<file path="config.mk">
export PLATFORM = sky130hd
export DESIGN_NAME = segment_packet_framer
export DESIGN_NICKNAME = d
export VERILOG_FILES = /design/src/rtl/spf_pkg.sv /design/src/rtl/spf_front.sv /design/src/rtl/spf_queue.sv /design/src/rtl/spf_back.sv /design/src/rtl/segment_packet_framer.sv
export SDC_FILE = /design/constraint.sdc
export NUM_CORES = 1
export LEC_CHECK = 0
export ABC_CLOCK_PERIOD_IN_PS = 4100
export BUFFER_PORTS_ARGS = -buffer_cell sky130_fd_sc_hd__buf_2
export CELL_PAD_IN_SITES_DETAIL_PLACEMENT = 1
export CELL_PAD_IN_SITES_GLOBAL_PLACEMENT = 2
export CORE_MARGIN = 5
export CORE_UTILIZATION = 37
export DETAILED_ROUTE_END_ITERATION = 10
export GPL_ROUTABILITY_DRIVEN = 0
export PLACE_DENSITY_LB_ADDON = 0.1
export SETUP_SLACK_MARGIN = 0.5
export SYNTH_ARGS = -nofsm -noshare
export SYNTH_HDL_FRONTEND = slang
export SYNTH_SLANG_ARGS = --single-unit
</file>
<file path="constraint.sdc">
create_clock -name aclk -period 4.1 [get_ports aclk]
set_clock_uncertainty 0.05 [all_clocks]
set_input_delay 0.82 -clock aclk [delete_from_list [all_inputs] [get_ports aclk]]
set_output_delay 0.82 -clock aclk [all_outputs]
set_load 0.005 [all_outputs]
</file>
<file path="src/rtl/spf_pkg.sv">
// Shared types, constants and byte functions of the segment packet framer.
package spf_pkg;

    localparam logic [15:0] CRC_INIT    = 16'hFFFF;
    localparam logic [15:0] CRC_POLY    = 16'h1021;
    localparam logic [7:0]  ESC_BYTE    = 8'h10;
    localparam logic [7:0]  TYPE_LAST   = 8'h30;
    localparam logic [7:0]  TYPE_ZERO   = 8'hA1;
    localparam logic [7:0]  TYPE_MID    = 8'h20;
    localparam logic [7:0]  OWNER_BYTE  = 8'h01;
    localparam logic [7:0]  TIER_HI     = 8'h7F;
    localparam logic [7:0]  TIER_LO     = 8'hFF;
    localparam logic [7:0]  MARK_BYTE   = 8'h80;

    localparam int QUEUE_DEPTH = 2;
    localparam int QPTR_W      = $clog2(QUEUE_DEPTH);
    localparam int QCNT_W      = $clog2(QUEUE_DEPTH + 1);
    localparam logic [QCNT_W-1:0] QUEUE_FULL_CNT = QCNT_W'(QUEUE_DEPTH);
    localparam logic [QPTR_W-1:0] QUEUE_LAST_PTR = QPTR_W'(QUEUE_DEPTH - 1);

    localparam int POS_W = 5;
    localparam logic [POS_W-1:0] POS_HDR0   = 5'd0;
    localparam logic [POS_W-1:0] POS_DATA   = 5'd16;
    localparam logic [POS_W-1:0] POS_CRC_HI = 5'd17;
    localparam logic [POS_W-1:0] POS_CRC_LO = 5'd18;

    typedef struct packed {
        logic [7:0]  data_byte;
        logic        first_byte;
        logic        last_byte;
        logic [23:0] segment_number;
        logic [7:0]  packet_number;
        logic [15:0] packet_offset;
        logic [7:0]  type_byte;
    } spf_entry_t;

    function automatic logic [15:0] crc_byte(logic [15:0] crc, logic [7:0] b);
        logic [15:0] c;
        c = crc ^ {b, 8'h00};
        for (int k = 0; k < 8; k++) begin
            c = c[15] ? ((c << 1) ^ CRC_POLY) : (c << 1);
        end
        return c;
    endfunction

    function automatic logic [7:0] hdr_byte(spf_entry_t e, logic [3:0] idx);
        logic [7:0] b;
        case (idx)
            4'd0:    b = e.segment_number[23:16];
            4'd1:    b = e.segment_number[15:8];
            4'd2:    b = e.segment_number[7:0];
            4'd3:    b = e.packet_number;
            4'd4:    b = OWNER_BYTE;
            4'd5:    b = TIER_HI;
            4'd6:    b = TIER_LO;
            4'd7:    b = TIER_LO;
            4'd8:    b = TIER_LO;
            4'd9:    b = TIER_HI;
            4'd10:   b = MARK_BYTE;
            4'd11:   b = e.type_byte;
            4'd12:   b = e.packet_number;
            4'd13:   b = 8'h00;
            4'd14:   b = e.packet_offset[15:8];
            4'd15:   b = e.packet_offset[7:0];
            default: b = 8'h00;
        endcase
        return b;
    endfunction

endpackage

</file>
<file path="src/rtl/spf_front.sv">
// Front end: classify an incoming word and build its queue entry.
module spf_front (
    input  logic               [7:0]  s_data_byte,
    input  logic                      s_first_byte,
    input  logic                      s_last_byte,
    input  logic               [23:0] s_segment_number,
    input  logic               [7:0]  s_packet_number,
    input  logic               [15:0] s_packet_offset,
    input  logic                      s_last_segment,
    output spf_pkg::spf_entry_t       entry
);

    logic [7:0] type_sel;

    always_comb begin
        if (s_last_segment) begin
            type_sel = spf_pkg::TYPE_LAST;
        end else if (s_packet_number == 8'h00) begin
            type_sel = spf_pkg::TYPE_ZERO;
        end else begin
            type_sel = spf_pkg::TYPE_MID;
        end
    end

    always_comb begin
        entry.data_byte      = s_data_byte;
        entry.first_byte     = s_first_byte;
        entry.last_byte      = s_last_byte;
        entry.segment_number = s_segment_number;
        entry.packet_number  = s_packet_number;
        entry.packet_offset  = s_packet_offset;
        entry.type_byte      = type_sel;
    end

endmodule

</file>
<file path="src/rtl/spf_queue.sv">
// Short entry queue between the front end and the byte sequencer.
module spf_queue (
    input  logic                aclk,
    input  logic                aresetn,
    input  logic                push,
    input  spf_pkg::spf_entry_t push_entry,
    output logic                full,
    input  logic                pop,
    output spf_pkg::spf_entry_t head,
    output logic                head_valid
);

    spf_pkg::spf_entry_t               mem_reg [spf_pkg::QUEUE_DEPTH];
    logic [spf_pkg::QPTR_W-1:0]        wr_ptr_reg, wr_ptr_next;
    logic [spf_pkg::QPTR_W-1:0]        rd_ptr_reg, rd_ptr_next;
    logic [spf_pkg::QCNT_W-1:0]        count_reg, count_next;
    logic                              do_push, do_pop;

    assign full       = (count_reg == spf_pkg::QUEUE_FULL_CNT);
    assign head_valid = (count_reg != '0);
    assign head       = mem_reg[rd_ptr_reg];
    assign do_push    = push && !full;
    assign do_pop     = pop && head_valid;

    always_comb begin
        wr_ptr_next = wr_ptr_reg;
        rd_ptr_next = rd_ptr_reg;
        count_next  = count_reg;
        if (do_push) begin
            wr_ptr_next = (wr_ptr_reg == spf_pkg::QUEUE_LAST_PTR) ? '0 : wr_ptr_reg + 1'b1;
        end
        if (do_pop) begin
            rd_ptr_next = (rd_ptr_reg == spf_pkg::QUEUE_LAST_PTR) ? '0 : rd_ptr_reg + 1'b1;
        end
        case ({do_push, do_pop})
            2'b10:   count_next = count_reg + 1'b1;
            2'b01:   count_next = count_reg - 1'b1;
            default: count_next = count_reg;
        endcase
    end

    always_ff @(posedge aclk) begin
        if (!aresetn) begin
            wr_ptr_reg <= '0;
            rd_ptr_reg <= '0;
            count_reg  <= '0;
        end else begin
            wr_ptr_reg <= wr_ptr_next;
            rd_ptr_reg <= rd_ptr_next;
            count_reg  <= count_next;
        end
    end

    always_ff @(posedge aclk) begin
        if (do_push) begin
            mem_reg[wr_ptr_reg] <= push_entry;
        end
    end

endmodule

</file>
<file path="src/rtl/spf_back.sv">
// Back end: sequence header, payload and CRC bytes, escape 0x10, drive output word.
module spf_back (
    input  logic                aclk,
    input  logic                aresetn,
    input  spf_pkg::spf_entry_t head,
    input  logic                head_valid,
    output logic                pop,
    output logic                m_valid,
    input  logic                m_ready,
    output logic [7:0]          m_out_byte,
    output logic                m_end_of_run,
    output logic                m_end_of_packet
);

    logic [15:0]              crc_reg, crc_next;
    logic [spf_pkg::POS_W-1:0] pos_reg, pos_next;
    logic                     started_reg, started_next;
    logic                     dup_reg, dup_next;
    logic                     m_valid_reg, m_valid_next;
    logic [7:0]               m_out_byte_reg, m_out_byte_next;
    logic                     m_eor_reg, m_eor_next;
    logic                     m_eop_reg, m_eop_next;

    logic                     load, fire, is_esc, item_tail, final_emit;
    logic [spf_pkg::POS_W-1:0] pos_init, pos_cur;
    logic [15:0]              crc_base, crc_fin;
    logic [7:0]               cur_byte;

    assign load     = !m_valid_reg || m_ready;
    assign fire     = head_valid && load;
    assign pos_init = head.first_byte ? spf_pkg::POS_HDR0 : spf_pkg::POS_DATA;
    assign pos_cur  = started_reg ? pos_reg : pos_init;
    assign crc_base = (pos_cur == spf_pkg::POS_HDR0) ? spf_pkg::CRC_INIT : crc_reg;
    assign crc_fin  = crc_reg ^ spf_pkg::CRC_INIT;

    always_comb begin
        if (pos_cur < spf_pkg::POS_DATA) begin
            cur_byte = spf_pkg::hdr_byte(head, pos_cur[3:0]);
        end else if (pos_cur == spf_pkg::POS_DATA) begin
            cur_byte = head.data_byte;
        end else if (pos_cur == spf_pkg::POS_CRC_HI) begin
            cur_byte = crc_fin[15:8];
        end else begin
            cur_byte = crc_fin[7:0];
        end
    end

    assign is_esc     = (cur_byte == spf_pkg::ESC_BYTE);
    assign item_tail  = (pos_cur == spf_pkg::POS_DATA && !head.last_byte) ||
                        (pos_cur == spf_pkg::POS_CRC_LO);
    assign final_emit = item_tail && (!is_esc || dup_reg);

    always_comb begin
        crc_next        = crc_reg;
        pos_next        = pos_reg;
        started_next    = started_reg;
        dup_next        = dup_reg;
        m_valid_next    = m_valid_reg;
        m_out_byte_next = m_out_byte_reg;
        m_eor_next      = m_eor_reg;
        m_eop_next      = m_eop_reg;
        pop             = 1'b0;
        if (fire) begin
            m_valid_next    = 1'b1;
            m_out_byte_next = cur_byte;
            m_eor_next      = final_emit;
            m_eop_next      = final_emit && head.last_byte;
            // fold each header and payload byte into the CRC once, not on its escape copy
            if (!dup_reg && pos_cur <= spf_pkg::POS_DATA) begin
                crc_next = spf_pkg::crc_byte(crc_base, cur_byte);
            end
            if (final_emit && pos_cur == spf_pkg::POS_CRC_LO) begin
                crc_next = spf_pkg::CRC_INIT;
            end
            if (is_esc && !dup_reg) begin
                // hold position, send the copy next
                dup_next     = 1'b1;
                started_next = 1'b1;
                pos_next     = pos_cur;
            end else begin
                dup_next = 1'b0;
                if (final_emit) begin
                    started_next = 1'b0;
                    pop          = 1'b1;
                end else begin
                    started_next = 1'b1;
                    pos_next     = pos_cur + 1'b1;
                end
            end
        end else if (load) begin
            m_valid_next = 1'b0;
        end
    end

    always_ff @(posedge aclk) begin
        if (!aresetn) begin
            crc_reg        <= spf_pkg::CRC_INIT;
            pos_reg        <= '0;
            started_reg    <= 1'b0;
            dup_reg        <= 1'b0;
            m_valid_reg    <= 1'b0;
            m_out_byte_reg <= '0;
            m_eor_reg      <= 1'b0;
            m_eop_reg      <= 1'b0;
        end else begin
            crc_reg        <= crc_next;
            pos_reg        <= pos_next;
            started_reg    <= started_next;
            dup_reg        <= dup_next;
            m_valid_reg    <= m_valid_next;
            m_out_byte_reg <= m_out_byte_next;
            m_eor_reg      <= m_eor_next;
            m_eop_reg      <= m_eop_next;
        end
    end

    assign m_valid         = m_valid_reg;
    assign m_out_byte      = m_out_byte_reg;
    assign m_end_of_run    = m_eor_reg;
    assign m_end_of_packet = m_eop_reg;

    a_dup_is_escape: assert property (@(posedge aclk) disable iff (!aresetn)
        dup_reg |-> (head_valid && cur_byte == spf_pkg::ESC_BYTE))
        else $error("escape copy pending on a non-escape byte");

    a_started_has_head: assert property (@(posedge aclk) disable iff (!aresetn)
        started_reg |-> head_valid)
        else $error("item in progress without a queue head");

    a_pos_range: assert property (@(posedge aclk) disable iff (!aresetn)
        started_reg |-> (pos_reg <= spf_pkg::POS_CRC_LO))
        else $error("byte position out of range");

    a_eop_ends_run: assert property (@(posedge aclk) disable iff (!aresetn)
        (m_valid_reg && m_eop_reg) |-> m_eor_reg)
        else $error("end of packet without end of run");

    a_crc_reset_after_packet: assert property (@(posedge aclk) disable iff (!aresetn)
        (fire && final_emit && pos_cur == spf_pkg::POS_CRC_LO) |=>
            (crc_reg == spf_pkg::CRC_INIT))
        else $error("CRC not restarted after packet");

endmodule

</file>
<file path="src/rtl/segment_packet_framer.sv">
// An accepted item is queued; its first output word is then registered in the back end.
// Throughput: one byte per cycle from the back-end sequencer while an item is queued and
//   m_ready is high; an item is 1 to 19 bytes (header 16, payload 1, CRC 2), 0x10 twice.
// A two-entry queue lets the front accept while the sequencer or the output stalls.
// Reset (synchronous, aresetn low): queue emptied, output invalid, CRC set to 0xFFFF.
// Top level of the segment packet framer.
module segment_packet_framer (
    input  logic        aclk,
    input  logic        aresetn,
    input  logic        s_valid,
    output logic        s_ready,
    input  logic [7:0]  s_data_byte,
    input  logic        s_first_byte,
    input  logic        s_last_byte,
    input  logic [23:0] s_segment_number,
    input  logic [7:0]  s_packet_number,
    input  logic [15:0] s_packet_offset,
    input  logic        s_last_segment,
    output logic        m_valid,
    input  logic        m_ready,
    output logic [7:0]  m_out_byte,
    output logic        m_end_of_run,
    output logic        m_end_of_packet
);

    spf_pkg::spf_entry_t front_entry;
    spf_pkg::spf_entry_t head;
    logic                head_valid;
    logic                q_full;
    logic                pop;

    spf_front u_front (
        .s_data_byte      (s_data_byte),
        .s_first_byte     (s_first_byte),
        .s_last_byte      (s_last_byte),
        .s_segment_number (s_segment_number),
        .s_packet_number  (s_packet_number),
        .s_packet_offset  (s_packet_offset),
        .s_last_segment   (s_last_segment),
        .entry            (front_entry)
    );

    assign s_ready = !q_full;

    spf_queue u_queue (
        .aclk       (aclk),
        .aresetn    (aresetn),
        .push       (s_valid),
        .push_entry (front_entry),
        .full       (q_full),
        .pop        (pop),
        .head       (head),
        .head_valid (head_valid)
    );

    spf_back u_back (
        .aclk            (aclk),
        .aresetn         (aresetn),
        .head            (head),
        .head_valid      (head_valid),
        .pop             (pop),
        .m_valid         (m_valid),
        .m_ready         (m_ready),
        .m_out_byte      (m_out_byte),
        .m_end_of_run    (m_end_of_run),
        .m_end_of_packet (m_end_of_packet)
    );

endmodule

</file>
==> out/metrics.yaml, run 1 <==
sta:
  hold_violations: 0
  min_period_over_period: 0.849
  setup-tns-final_ns: 0
  number_of_failing_setup_endpoints_in_the_final_timing_report: 0
  slew_headroom: 0.418
  fmax_mhz: 287
  finalMaxSlewViolations: 0
  rsz0062_at_grt: "false"
  finalWorstPathRequiredPeriod_ns: 3.48
  postLayoutSetupSlackWorst_ns: 0.621
  worst_slew_pin_slew_ns: 0.873
synthesis:
  synth_flop_cell: "sky130_fd_sc_hd__edfxtp_1"
  synth_edf_count: 120
  post_synth_instance_area_um2: 7240
  yosysSeqAreaShare: 0.605
  postSynthRegisterBits: 159
  syn-num-nets: 637
  yosys.cell_types.count: 75
  synth-warning-count: 0
  async_set_or_reset_register_ratio_after_synthesis: 0
  synth_cells: 573
  avgSynthCellArea_um2: 12.6
floorplan:
  top_level_ports: 75
  row_count: 51
  fp.dieW_um: 150
  dieArea_um2: 22500
  floorplan.die.height_um: 150
  initial_core_util: 0.373
  core-area_um2: 19400
grt:
  grt_start_max_net_pins: 61
  antenna_found_initial: 0
  grt-ovfl-total: 0
  grt_pass1_vias: 5386
  global_route.usage.total: 0.191
  grt_first_pass_wirelength_um: 32100
min_path:
  hp-start: "u_back.m_end_of_run$_SDFFE_PN0P_"
  number_of_cells_traversed_by_the_worst_hold_path: 2
  min_delay_worst_endpoint: "u_back.m_end_of_run$_SDFFE_PN0P_"
  min-delay-path-class: "flop to flop"
clock_tree:
  cts_max_level: 4
  tritoncts_num_sinks: 159
  clock_root_cell: "sky130_fd_sc_hd__clkbuf_16"
  cts_made_buffers: 17
  tritoncts: "yes"
  path_clk_slew_ns: 0.07
  clock_tree_buf_depth: 2
  cts_hold_buffers: 0
  clkLatencyLatePin_ns: 0.44
setup_path:
  r2r_cells: 12
  cp.required_ns: 4.40
  end_of_the_worst_register_to_register_path: "u_queue.count_reg[1]$_SDFFE_PN0P_"
  critPathMaxFanout: 9
  timing.reg2reg.setup_slack_ns: 0.62
  regToRegStartpoint: "u_back.started_reg$_SDFFE_PN0P_"
  sort_of_element_at_the_start_of_the_critical_path: "flop"
  critical_path_arrival_ns: 3.78
  worst_setup_path_end_kind: "flop"
  critPathKind: "flop to flop"
final_layout:
  largest_reg_flops: 120
  layout.cells.most_common_list: "120 x sky130_fd_sc_hd__edfxtp_1, 74 x sky130_fd_sc_hd__buf_2, 46 x sky130_fd_sc_hd__nor2_1"
  final_net_count: 731
  most_frequent_standard_cell_in_the_layout_excluding_fill_and_tap_cells: "sky130_fd_sc_hd__edfxtp_1"
  final_layout_size_suffix_gt1_frac: 0.285
  diode_count: 0
  area.growth.synth_to_final_pct: 21.3
power:
  power.density_nw_per_um2: 707
  total_leakage_power_nw: 3.16
  worst_ir_drop_vdd_v: 0.000303
placement:
  dp_hpwl_um: 14400
  portBuffers: 74
  place_worst_setup_slack_ns: 0.263
run_status:
  status: "complete, no violations"
routing:
  drc: 0
  top_layer_reached_by_signal_wires: "met4"
  wl_met2_um: 10500
  met3RoutedLength_um: 567
  finalWirelength_um: 20800
  detailedRoute.firstPassIterationCount: 5
  via_count_of_the_routed_design: 4998
  drt_iter0_markers: 337
  wl_per_cell_um: 22.0
  route.detailed.vias_per_inst: 5.29
  route.layer.met1.wl_um: 9400
  route.antenna.remaining_nets: 0
flow_run:
  max-cap-violations: 0
-- final cells by class --
| cell class | instances | area [um2] |
|---|---|---|
| tap | 265 | 332 |
| fill | 2092 | 10600 |
| multi-input combinational | 355 | 2660 |
| sequential | 159 | 4390 |
| clock inverter | 14 | 166 |
| clock buffer | 18 | 429 |
| timing repair buffer | 111 | 709 |
| inverter | 23 | 90.1 |
-- cells in the mapped netlist, types with 3 or more instances --
cell type                   instances  area [um2]
sky130_fd_sc_hd__a2111oi_0          3        26.3
sky130_fd_sc_hd__a211oi_1           3        22.5
sky130_fd_sc_hd__a21oi_1           31         155
sky130_fd_sc_hd__a221oi_1           3        26.3
sky130_fd_sc_hd__a31oi_1            5        31.3
sky130_fd_sc_hd__a32oi_1           16         140
sky130_fd_sc_hd__and2_1             3        18.8
sky130_fd_sc_hd__and3_1             5        31.3
sky130_fd_sc_hd__buf_2              6        30.0
sky130_fd_sc_hd__buf_4              9        67.6
sky130_fd_sc_hd__buf_6              6        67.6
sky130_fd_sc_hd__clkbuf_1          14        52.6
sky130_fd_sc_hd__dfxtp_1           39         781
sky130_fd_sc_hd__edfxtp_1         120        3600
sky130_fd_sc_hd__inv_1             23        86.3
sky130_fd_sc_hd__mux2_2            10         113
sky130_fd_sc_hd__mux2i_1           46         460
sky130_fd_sc_hd__nand2_1           21        78.8
sky130_fd_sc_hd__nand2b_1           6        37.5
sky130_fd_sc_hd__nand3_1            9        45.0
sky130_fd_sc_hd__nand3b_1           3        22.5
sky130_fd_sc_hd__nor2_1            48         180
sky130_fd_sc_hd__nor2b_1            5        31.3
sky130_fd_sc_hd__nor3_1            16        80.1
sky130_fd_sc_hd__nor4_1             6        37.5
sky130_fd_sc_hd__o21a_1             5        37.5
sky130_fd_sc_hd__o21ai_0           22         110
sky130_fd_sc_hd__o221ai_1           3        26.3
sky130_fd_sc_hd__o32ai_1            3        26.3
sky130_fd_sc_hd__or2_1              3        18.8
sky130_fd_sc_hd__xnor2_1           15         131
sky130_fd_sc_hd__xor2_1            11        96.3
-- how the worst max path moves through the flow --
stage	from	end	slack [ns]	cells after the start
global placement	u_back.pos_reg[0]$_SDFFE_PN0P_	u_queue.count_reg[1]$_SDFFE_PN0P_	0.27	12
floorplan	flop	u_queue.count_reg[1]$_SDFFE_PN0P_	0.94	13
global route	u_back.pos_reg[1]$_SDFFE_PN0P_	u_queue.count_reg[1]$_SDFFE_PN0P_	0.52	13
CTS	u_back.pos_reg[2]$_SDFFE_PN0P_	u_queue.count_reg[1]$_SDFFE_PN0P_	0.50	13
finish	u_back.started_reg$_SDFFE_PN0P_	u_queue.count_reg[1]$_SDFFE_PN0P_	0.62	12
detailed placement	u_back.pos_reg[0]$_SDFFE_PN0P_	u_queue.count_reg[1]$_SDFFE_PN0P_	0.26	12
-- what timing repair did --
item / in CTS / in global routing
setup buffers: 1 / 7
resized for setup: 8 / 14
cloned: 1 / 0
hold endpoints to repair: 0 / 0
pin swaps: 0 / 4
setup endpoints to repair: 8 / 2
-- critical path, stage by stage, from the launching register on --
cell	delay, ns
sky130_fd_sc_hd__dfxtp_1	0.40
sky130_fd_sc_hd__buf_4	0.20
sky130_fd_sc_hd__clkinvlp_4	0.22
sky130_fd_sc_hd__mux2_4	0.42
sky130_fd_sc_hd__mux4_2	0.32
sky130_fd_sc_hd__nor2_2	0.18
sky130_fd_sc_hd__a211oi_2	0.07
sky130_fd_sc_hd__or3b_4	0.42
sky130_fd_sc_hd__o21ai_2	0.17
sky130_fd_sc_hd__inv_1	0.08
sky130_fd_sc_hd__ha_1	0.34
sky130_fd_sc_hd__or3_1	0.37
sky130_fd_sc_hd__a21oi_1	0.14
-- power breakdown --
| group | internal, mW | total (mW) | switching [mW] |
|---|---|---|---|
| registers | 2.08 | 2.27 | 0.190 |
| logic | 0.939 | 2.31 | 1.38 |
| clock network | 0.871 | 1.62 | 0.751 |
-- layer usage --
| metal | global-route usage | vias up |
|---|---|---|
| li1 | - | 2356 |
| met1 | 0.245 | 2530 |
| met2 | 0.332 | 94 |
| met3 | 0.0342 | 18 |
| met4 | 0.0503 | 0 |
| met5 | 0 | - |
-- stage by stage --
step	total power [mW]	cells	hold slack [ns]	area, um2	util
floorplan	3.79	573	0.403	7240	-
global placement	4.48	904	0.395	7980	0.412
detailed placement	4.53	904	0.403	7980	0.412
CTS	6.22	938	0.413	8670	0.447
global route	6.56	945	0.425	8780	0.453
finish	6.21	945	0.410	8780	0.453
-- cells by family after synthesis --
| family | share of synthesized area |
|---|---|
| flops | 0.605 |
| buf+inv | 0.0425 |
| simple gates | 0.104 |
| mux | 0.0838 |
| fa+ha+maj | 0.00173 |
| compound gates | 0.125 |
| xor+xnor | 0.0370 |
(Power assumes the default switching activity.)
==> inputs of run 2 (changes only) <==
- ABC_CLOCK_PERIOD_IN_PS: 4100 -> 3550
- CORE_UTILIZATION: 37 -> 40
- clock period: 4.1 -> 3.55 ns (I/O delays scaled with it)
==> run 2 against run 1 <==
  * Register-to-register slack worse by 0.21 ns
  * First-iteration DRC count grew 10%
  * Fmax is 11% higher
  * Non-clock buffer count grew 65
  * Power is 25% higher
  * Combinational power is 42% higher
  * Routed wire length rose by 3.4%
  * Critical path type unchanged
  * Largest cell class unchanged
  * Highest routed layer unchanged
==> out/metrics.yaml, run 2 (synthesis gave the netlist of run 1 again) <==
final_layout:
  largest_reg_flops: 120
  final_layout_size_suffix_gt1_frac: 0.383
  most_frequent_standard_cell_in_the_layout_excluding_fill_and_tap_cells: "sky130_fd_sc_hd__edfxtp_1"
  design_area_um2: 9490
  final_net_count: 796
  layout.cells.most_common_list: "120 x sky130_fd_sc_hd__edfxtp_1, 85 x sky130_fd_sc_hd__buf_4, 74 x sky130_fd_sc_hd__buf_2"
  diode_count: 0
  area.growth.synth_to_final_pct: 31.0
power:
  share_seq_of_total_power: 0.338
  power.density_nw_per_um2: 819
  worst_ir_drop_vdd_v: 0.000425
  pwr-share-clk: 0.242
  internal_power_mw: 4.97
  net-switching-power_mw: 2.80
  power.share.combinational: 0.420
  p_sw_frac: 0.360
  total_leakage_power_nw: 3.55
routing:
  wl_per_cell_um: 22.0
  via_count_of_the_routed_design: 5280
  detailedRoute.firstPassIterationCount: 5
  drt_iter0_markers: 371
  route.detailed.vias_per_inst: 5.42
  drc: 0
  route.antenna.remaining_nets: 0
  finalWirelength_um: 21500
floorplan:
  top_level_ports: 75
  dieArea_um2: 20900
  initial_core_util: 0.405
  floorplan.die.height_um: 145
  row_count: 49
  core-area_um2: 17900
  fp.dieW_um: 145
clock_tree:
  tritoncts_num_sinks: 159
  cts_made_buffers: 17
  cts_max_level: 4
  clock_root_cell: "sky130_fd_sc_hd__clkbuf_16"
  clock_tree_buf_depth: 2
  path_clk_slew_ns: 0.07
  clkLatencyLatePin_ns: 0.43
  tritoncts: "yes"
placement:
  dp_hpwl_um: 14900
  post_dp_cell_area_um2: 8230
  portBuffers: 74
setup_path:
  worst_setup_path_end_kind: "flop"
  timing.reg2reg.setup_slack_ns: 0.41
  critPathMaxFanout: 8
  critical_path_arrival_ns: 3.46
  sort_of_element_at_the_start_of_the_critical_path: "flop"
  worst_path_max_delay_cell: "sky130_fd_sc_hd__dfxtp_4"
  cp.buffers_inverters: 3
  worst_path_largest_cell_delay_ns: 0.44
  crit_path_frequent_cell: "sky130_fd_sc_hd__buf_4"
  cp.required_ns: 3.87
  critPathKind: "flop to flop"
  critical_path.top_delay_family: "compound AO/OA/AOI/OAI gates"
  timing.critical_path.cells: "buf_4 -> mux2i_4 -> mux2i_2 -> buf_4 -> a221oi_1 -> a211o_1 -> and4bb_1 -> nand4bb_4 -> o21ai_4 -> inv_2 -> ha_4 -> xnor2_1 -> or3_1 -> a21oi_2"
sta:
  setup-tns-final_ns: 0
  min_period_over_period: 0.884
  finalMaxSlewViolations: 0
  fmax_mhz: 319
  slew_headroom: 0.438
  rsz0062_at_grt: "true"
  hold_violations: 0
  worst_slew_pin_slew_ns: 0.844
  number_of_failing_setup_endpoints_in_the_final_timing_report: 0
  finalWorstPathRequiredPeriod_ns: 3.14
  worst_hold_margin_ns: 0.407
grt:
  grt_first_pass_wirelength_um: 32100
  grt-ovfl-total: 0
  global_route.usage.total: 0.206
  grt_pass1_vias: 5581
  grt_start_max_net_pins: 61
  antenna_found_initial: 0
flow_run:
  max-cap-violations: 0
run_status:
  status: "complete, no violations"
min_path:
  min-delay-path-class: "flop to flop"
-- run 2: final cells by class --
class	count	area, um2
flip-flops and latches	159	4400
well taps	229	287
repair buffers	176	1280
inverters	23	86.3
clock buffers	18	429
clock inverters	14	171
fillers	1884	8410
multi-input cells	355	2830
-- run 2: final timing paths --
| kind | cells past startpoint | start | to |
|---|---|---|---|
| max | 14 | flop | u_queue.count_reg[1]$_SDFFE_PN0P_ |
| min | 2 | u_back.m_out_byte[1]$_SDFFE_PN0P_ | u_back.m_out_byte[1]$_SDFFE_PN0P_ |
| max reg2reg | 14 | flop | u_queue.count_reg[1]$_SDFFE_PN0P_ |
| min reg2reg | 2 | u_back.m_out_byte[1]$_SDFFE_PN0P_ | u_back.m_out_byte[1]$_SDFFE_PN0P_ |
-- run 2: worst min-delay path, delay by kind of cell, from the launching register on --
family          cells  cell delay (ns)
flops               1             0.31
compound gates      1             0.05
simple gates        1             0.05
-- run 2: repair_timing --
item	in CTS	in global routing
gates resized for setup	39	33
cloned	1	1
pin swaps	14	19
hold buffers	0	0
hold endpoints to repair	0	0
setup endpoints to repair	26	23
buffers inserted	15	23
-- run 2: layer usage --
metal | track usage | vias to the layer above | part of all wire
met5 | 0 | - | 0
met4 | 0.0785 | 0 | 0.027
met3 | 0.0337 | 32 | 0.041
met2 | 0.341 | 139 | 0.49
met1 | 0.271 | 2632 | 0.44
li1 | - | 2477 | -
-- run 2: per-stage QoR --
stage | utilization | setup WS (ns) | power (mW) | instances
6_report | 0.530 | 0.412 | 7.77 | 974
3_5_place_dp | 0.460 | 0.0520 | 5.44 | 902
5_1_grt | 0.530 | 0.320 | 8.17 | 974
4_1_cts | 0.511 | 0.441 | 7.58 | 950
3_3_place_gp | 0.460 | 0.0912 | 5.37 | 902
2_1_floorplan | - | 0.515 | 4.42 | 573
-- run 2: power by group through the flow --
| stage | Sequential, mW | Clock (mW) | Combinational, mW |
|---|---|---|---|
| 5_1_grt | 2.66 | 2.00 | 3.52 |
| 4_1_cts | 2.63 | 1.92 | 3.03 |
| 3_3_place_gp | 2.64 | 0 | 2.73 |
| 2_1_floorplan | 2.56 | 0 | 1.86 |
| 6_report | 2.62 | 1.88 | 3.27 |
| 3_5_place_dp | 2.65 | 0 | 2.79 |
==> inputs of run 3 (changes only) <==
- ABC_AREA: default -> 1
- CORE_UTILIZATION: 40 -> 36
==> run 3 against run 2 <==
  * Non-clock buffer count down 60
  * Critical path type unchanged
  * Routed wire length down 0.82%
  * Via count up 12%
  * Core utilization down 7.9 points
  * Power down 19%
  * Global-route usage down 2.6 points
  * Largest power group is now registers
  * Sequential share of layout area up 1.8 points
==> out/metrics.yaml, run 3 <==
synthesis:
  syn-num-nets: 913
  synth_most_common_cell: "sky130_fd_sc_hd__nand2_1"
  synth.area.top_cells: "sky130_fd_sc_hd__edfxtp_1 49%, sky130_fd_sc_hd__nand2_1 17%, sky130_fd_sc_hd__dfxtp_1 11%, sky130_fd_sc_hd__nand3_1 5.9%, sky130_fd_sc_hd__nor2_1 5.0%"
  netlist_top_cells_count: "329 x sky130_fd_sc_hd__nand2_1, 120 x sky130_fd_sc_hd__edfxtp_1, 98 x sky130_fd_sc_hd__nor2_1"
  synth_top_area_share: 0.487
  synth-warning-count: 0
  synth_cells: 849
  postSynthRegisterBits: 159
  avgSynthCellArea_um2: 8.71
  yosys.cell_types.count: 36
  synth_flop_cell: "sky130_fd_sc_hd__edfxtp_1"
  synth_edf_count: 120
  async_set_or_reset_register_ratio_after_synthesis: 0
  post_synth_instance_area_um2: 7390
  yosysSeqAreaShare: 0.593
  synth_largest_area_cell: "sky130_fd_sc_hd__edfxtp_1"
floorplan:
  floorplan.die.height_um: 153
  initial_core_util: 0.365
  top_level_ports: 75
  row_count: 52
  dieArea_um2: 23500
  fp.dieW_um: 153
  core-area_um2: 20200
grt:
  grt_pass1_vias: 6417
  grt-ovfl-total: 0
  grt_first_pass_wirelength_um: 33700
  grt_start_max_net_pins: 61
  antenna_found_initial: 0
  global_route.usage.total: 0.180
power:
  net-switching-power_mw: 2.31
  power.share.combinational: 0.334
  total_leakage_power_nw: 3.99
  power.density_nw_per_um2: 687
  worst_ir_drop_vdd_v: 0.000312
  p_sw_frac: 0.368
  share_seq_of_total_power: 0.390
  internal_power_mw: 3.97
  power_mw: 6.27
  pwr-share-clk: 0.276
clock_tree:
  cts_max_level: 4
  clkLatencyLatePin_ns: 0.43
  tritoncts: "yes"
  cts_made_buffers: 17
  path_clk_slew_ns: 0.07
  clock_tree_buf_depth: 2
  clock_root_cell: "sky130_fd_sc_hd__clkbuf_16"
  tritoncts_num_sinks: 159
sta:
  fmax_mhz: 344
  postLayoutSetupSlackWorst_ns: 0.647
  worst_hold_margin_ns: 0.411
  rsz0062_at_grt: "false"
  min_period_over_period: 0.818
  slew_headroom: 0.637
  finalMaxSlewViolations: 0
  hold_violations: 0
  number_of_failing_setup_endpoints_in_the_final_timing_report: 0
  worst_slew_pin_slew_ns: 0.545
  setup-tns-final_ns: 0
  finalWorstPathRequiredPeriod_ns: 2.90
routing:
  finalWirelength_um: 21300
  route.detailed.vias_per_inst: 4.78
  detailedRoute.firstPassIterationCount: 4
  drc: 0
  route.antenna.remaining_nets: 0
  drt_iter0_markers: 254
  wl_per_cell_um: 17.2
  via_count_of_the_routed_design: 5924
setup_path:
  sort_of_element_at_the_start_of_the_critical_path: "flop"
  critical_path.top_delay_family: "simple AND/OR/NAND/NOR gates"
  worst_setup_path_end_kind: "flop"
  crit_path_frequent_cell: "sky130_fd_sc_hd__nand2_1"
  crit_cells: 23
  worst_path_max_delay_cell: "sky130_fd_sc_hd__dfxtp_4"
  r2r_cells: 23
  critPathMaxFanout: 14
  worst_path_largest_cell_delay_ns: 0.39
  critPathKind: "flop to flop"
  cp.buffers_inverters: 5
  critical_path_arrival_ns: 3.21
  cp.required_ns: 3.85
  timing.critical_path.cells: "clkinvlp_4 -> buf_12 -> clkbuf_16 -> nand2_1 -> nand2_2 -> nand2_1 -> nand2_1 -> nor2_2 -> nand2_1 -> nand2_2 -> nand2_2 -> nor2_2 -> nand3_2 -> nor2_4 -> nor2_4 -> nand2_2 -> inv_2 -> ha_4 -> inv_2 -> nand2_1 -> nor2_2 -> o21ai_0 -> a21oi_1"
flow_run:
  max-cap-violations: 0
final_layout:
  post-route-util: 0.451
  layout.cells.most_common_list: "316 x sky130_fd_sc_hd__nand2_1, 120 x sky130_fd_sc_hd__edfxtp_1, 87 x sky130_fd_sc_hd__nand3_1"
  diode_count: 0
  instances_no_fill: 1240
  design_area_um2: 9130
  final_net_count: 1021
  area.growth.synth_to_final_pct: 23.5
  final_layout_size_suffix_gt1_frac: 0.223
  largest_reg_flops: 120
  most_frequent_standard_cell_in_the_layout_excluding_fill_and_tap_cells: "sky130_fd_sc_hd__nand2_1"
min_path:
  hp-start: "s_packet_offset[2]"
  number_of_cells_traversed_by_the_worst_hold_path: 1
  min-delay-path-class: "input pin to flop"
run_status:
  status: "complete, no violations"
placement:
  dp_hpwl_um: 14700
  portBuffers: 74
  dpl.cell_count: 1193
  place_worst_setup_slack_ns: 0.313
  post_dp_cell_area_um2: 8230
[run 3: routing by layer]
| layer | GRT usage | vias to the layer above | wire [um] | share of wire |
|---|---|---|---|---|
| met5 | 0 | - | 0 | 0 |
| met4 | 0.0505 | 0 | 306 | 0.014 |
| met3 | 0.0390 | 18 | 620 | 0.029 |
| met2 | 0.305 | 84 | 10700 | 0.50 |
| met1 | 0.232 | 2829 | 9670 | 0.45 |
| li1 | - | 2993 | - | - |
[run 3: timing repair]
action	CTS	global route
setup buffers	1	10
pin swaps	1	20
hold endpoints to repair	0	0
hold buffers	0	0
endpoints found under the setup margin	2	2
gates resized for setup	10	48
cloned	0	4
[run 3: final timing paths]
kind         slack [ns]                                end
max                0.65  u_queue.count_reg[1]$_SDFFE_PN0P_
min                0.41   u_queue.mem_reg[1][10]$_DFFE_PP_
max reg2reg        0.65  u_queue.count_reg[1]$_SDFFE_PN0P_
min reg2reg        0.41   u_back.m_end_of_run$_SDFFE_PN0P_
[run 3: logic make-up after synthesis]
kind of cell / synth area share
adder cells (fa/ha/maj): 0.00169
AO/OA/AOI/OAI: 0.0445
buffers and inverters: 0.0486
XOR/XNOR: 0.00592
flip-flops: 0.593
AND/OR/NAND/NOR: 0.306
[run 3: power by group through the flow]
stage          clock network, mW  registers (mW)  logic [mW]
2_1_floorplan                  0            2.43        1.26
3_3_place_gp                   0            2.46        1.88
3_5_place_dp                   0            2.47        1.92
4_1_cts                     1.78            2.44        1.94
5_1_grt                     1.87            2.47        2.37
6_report                    1.73            2.44        2.10
[run 3: worst reg2reg max path, delay by kind of cell (launching register included)]
family | cells | cell delay [ns]
buffers and inverters | 5 | 0.64
adders and majority gates | 1 | 0.21
DFF | 1 | 0.39
AOI/OAI and AO/OA | 2 | 0.22
and+or+nand+nor | 15 | 1.34
[run 3: layout make-up]
class                   count  area [um2]
well taps                 270         338
multi-input cells         607        2800
flip-flops and latches    159        4400
inverters                  56         214
clock inverters            13         120
repair buffers            116         823
clock buffers              19         433
fillers                  2397       11100
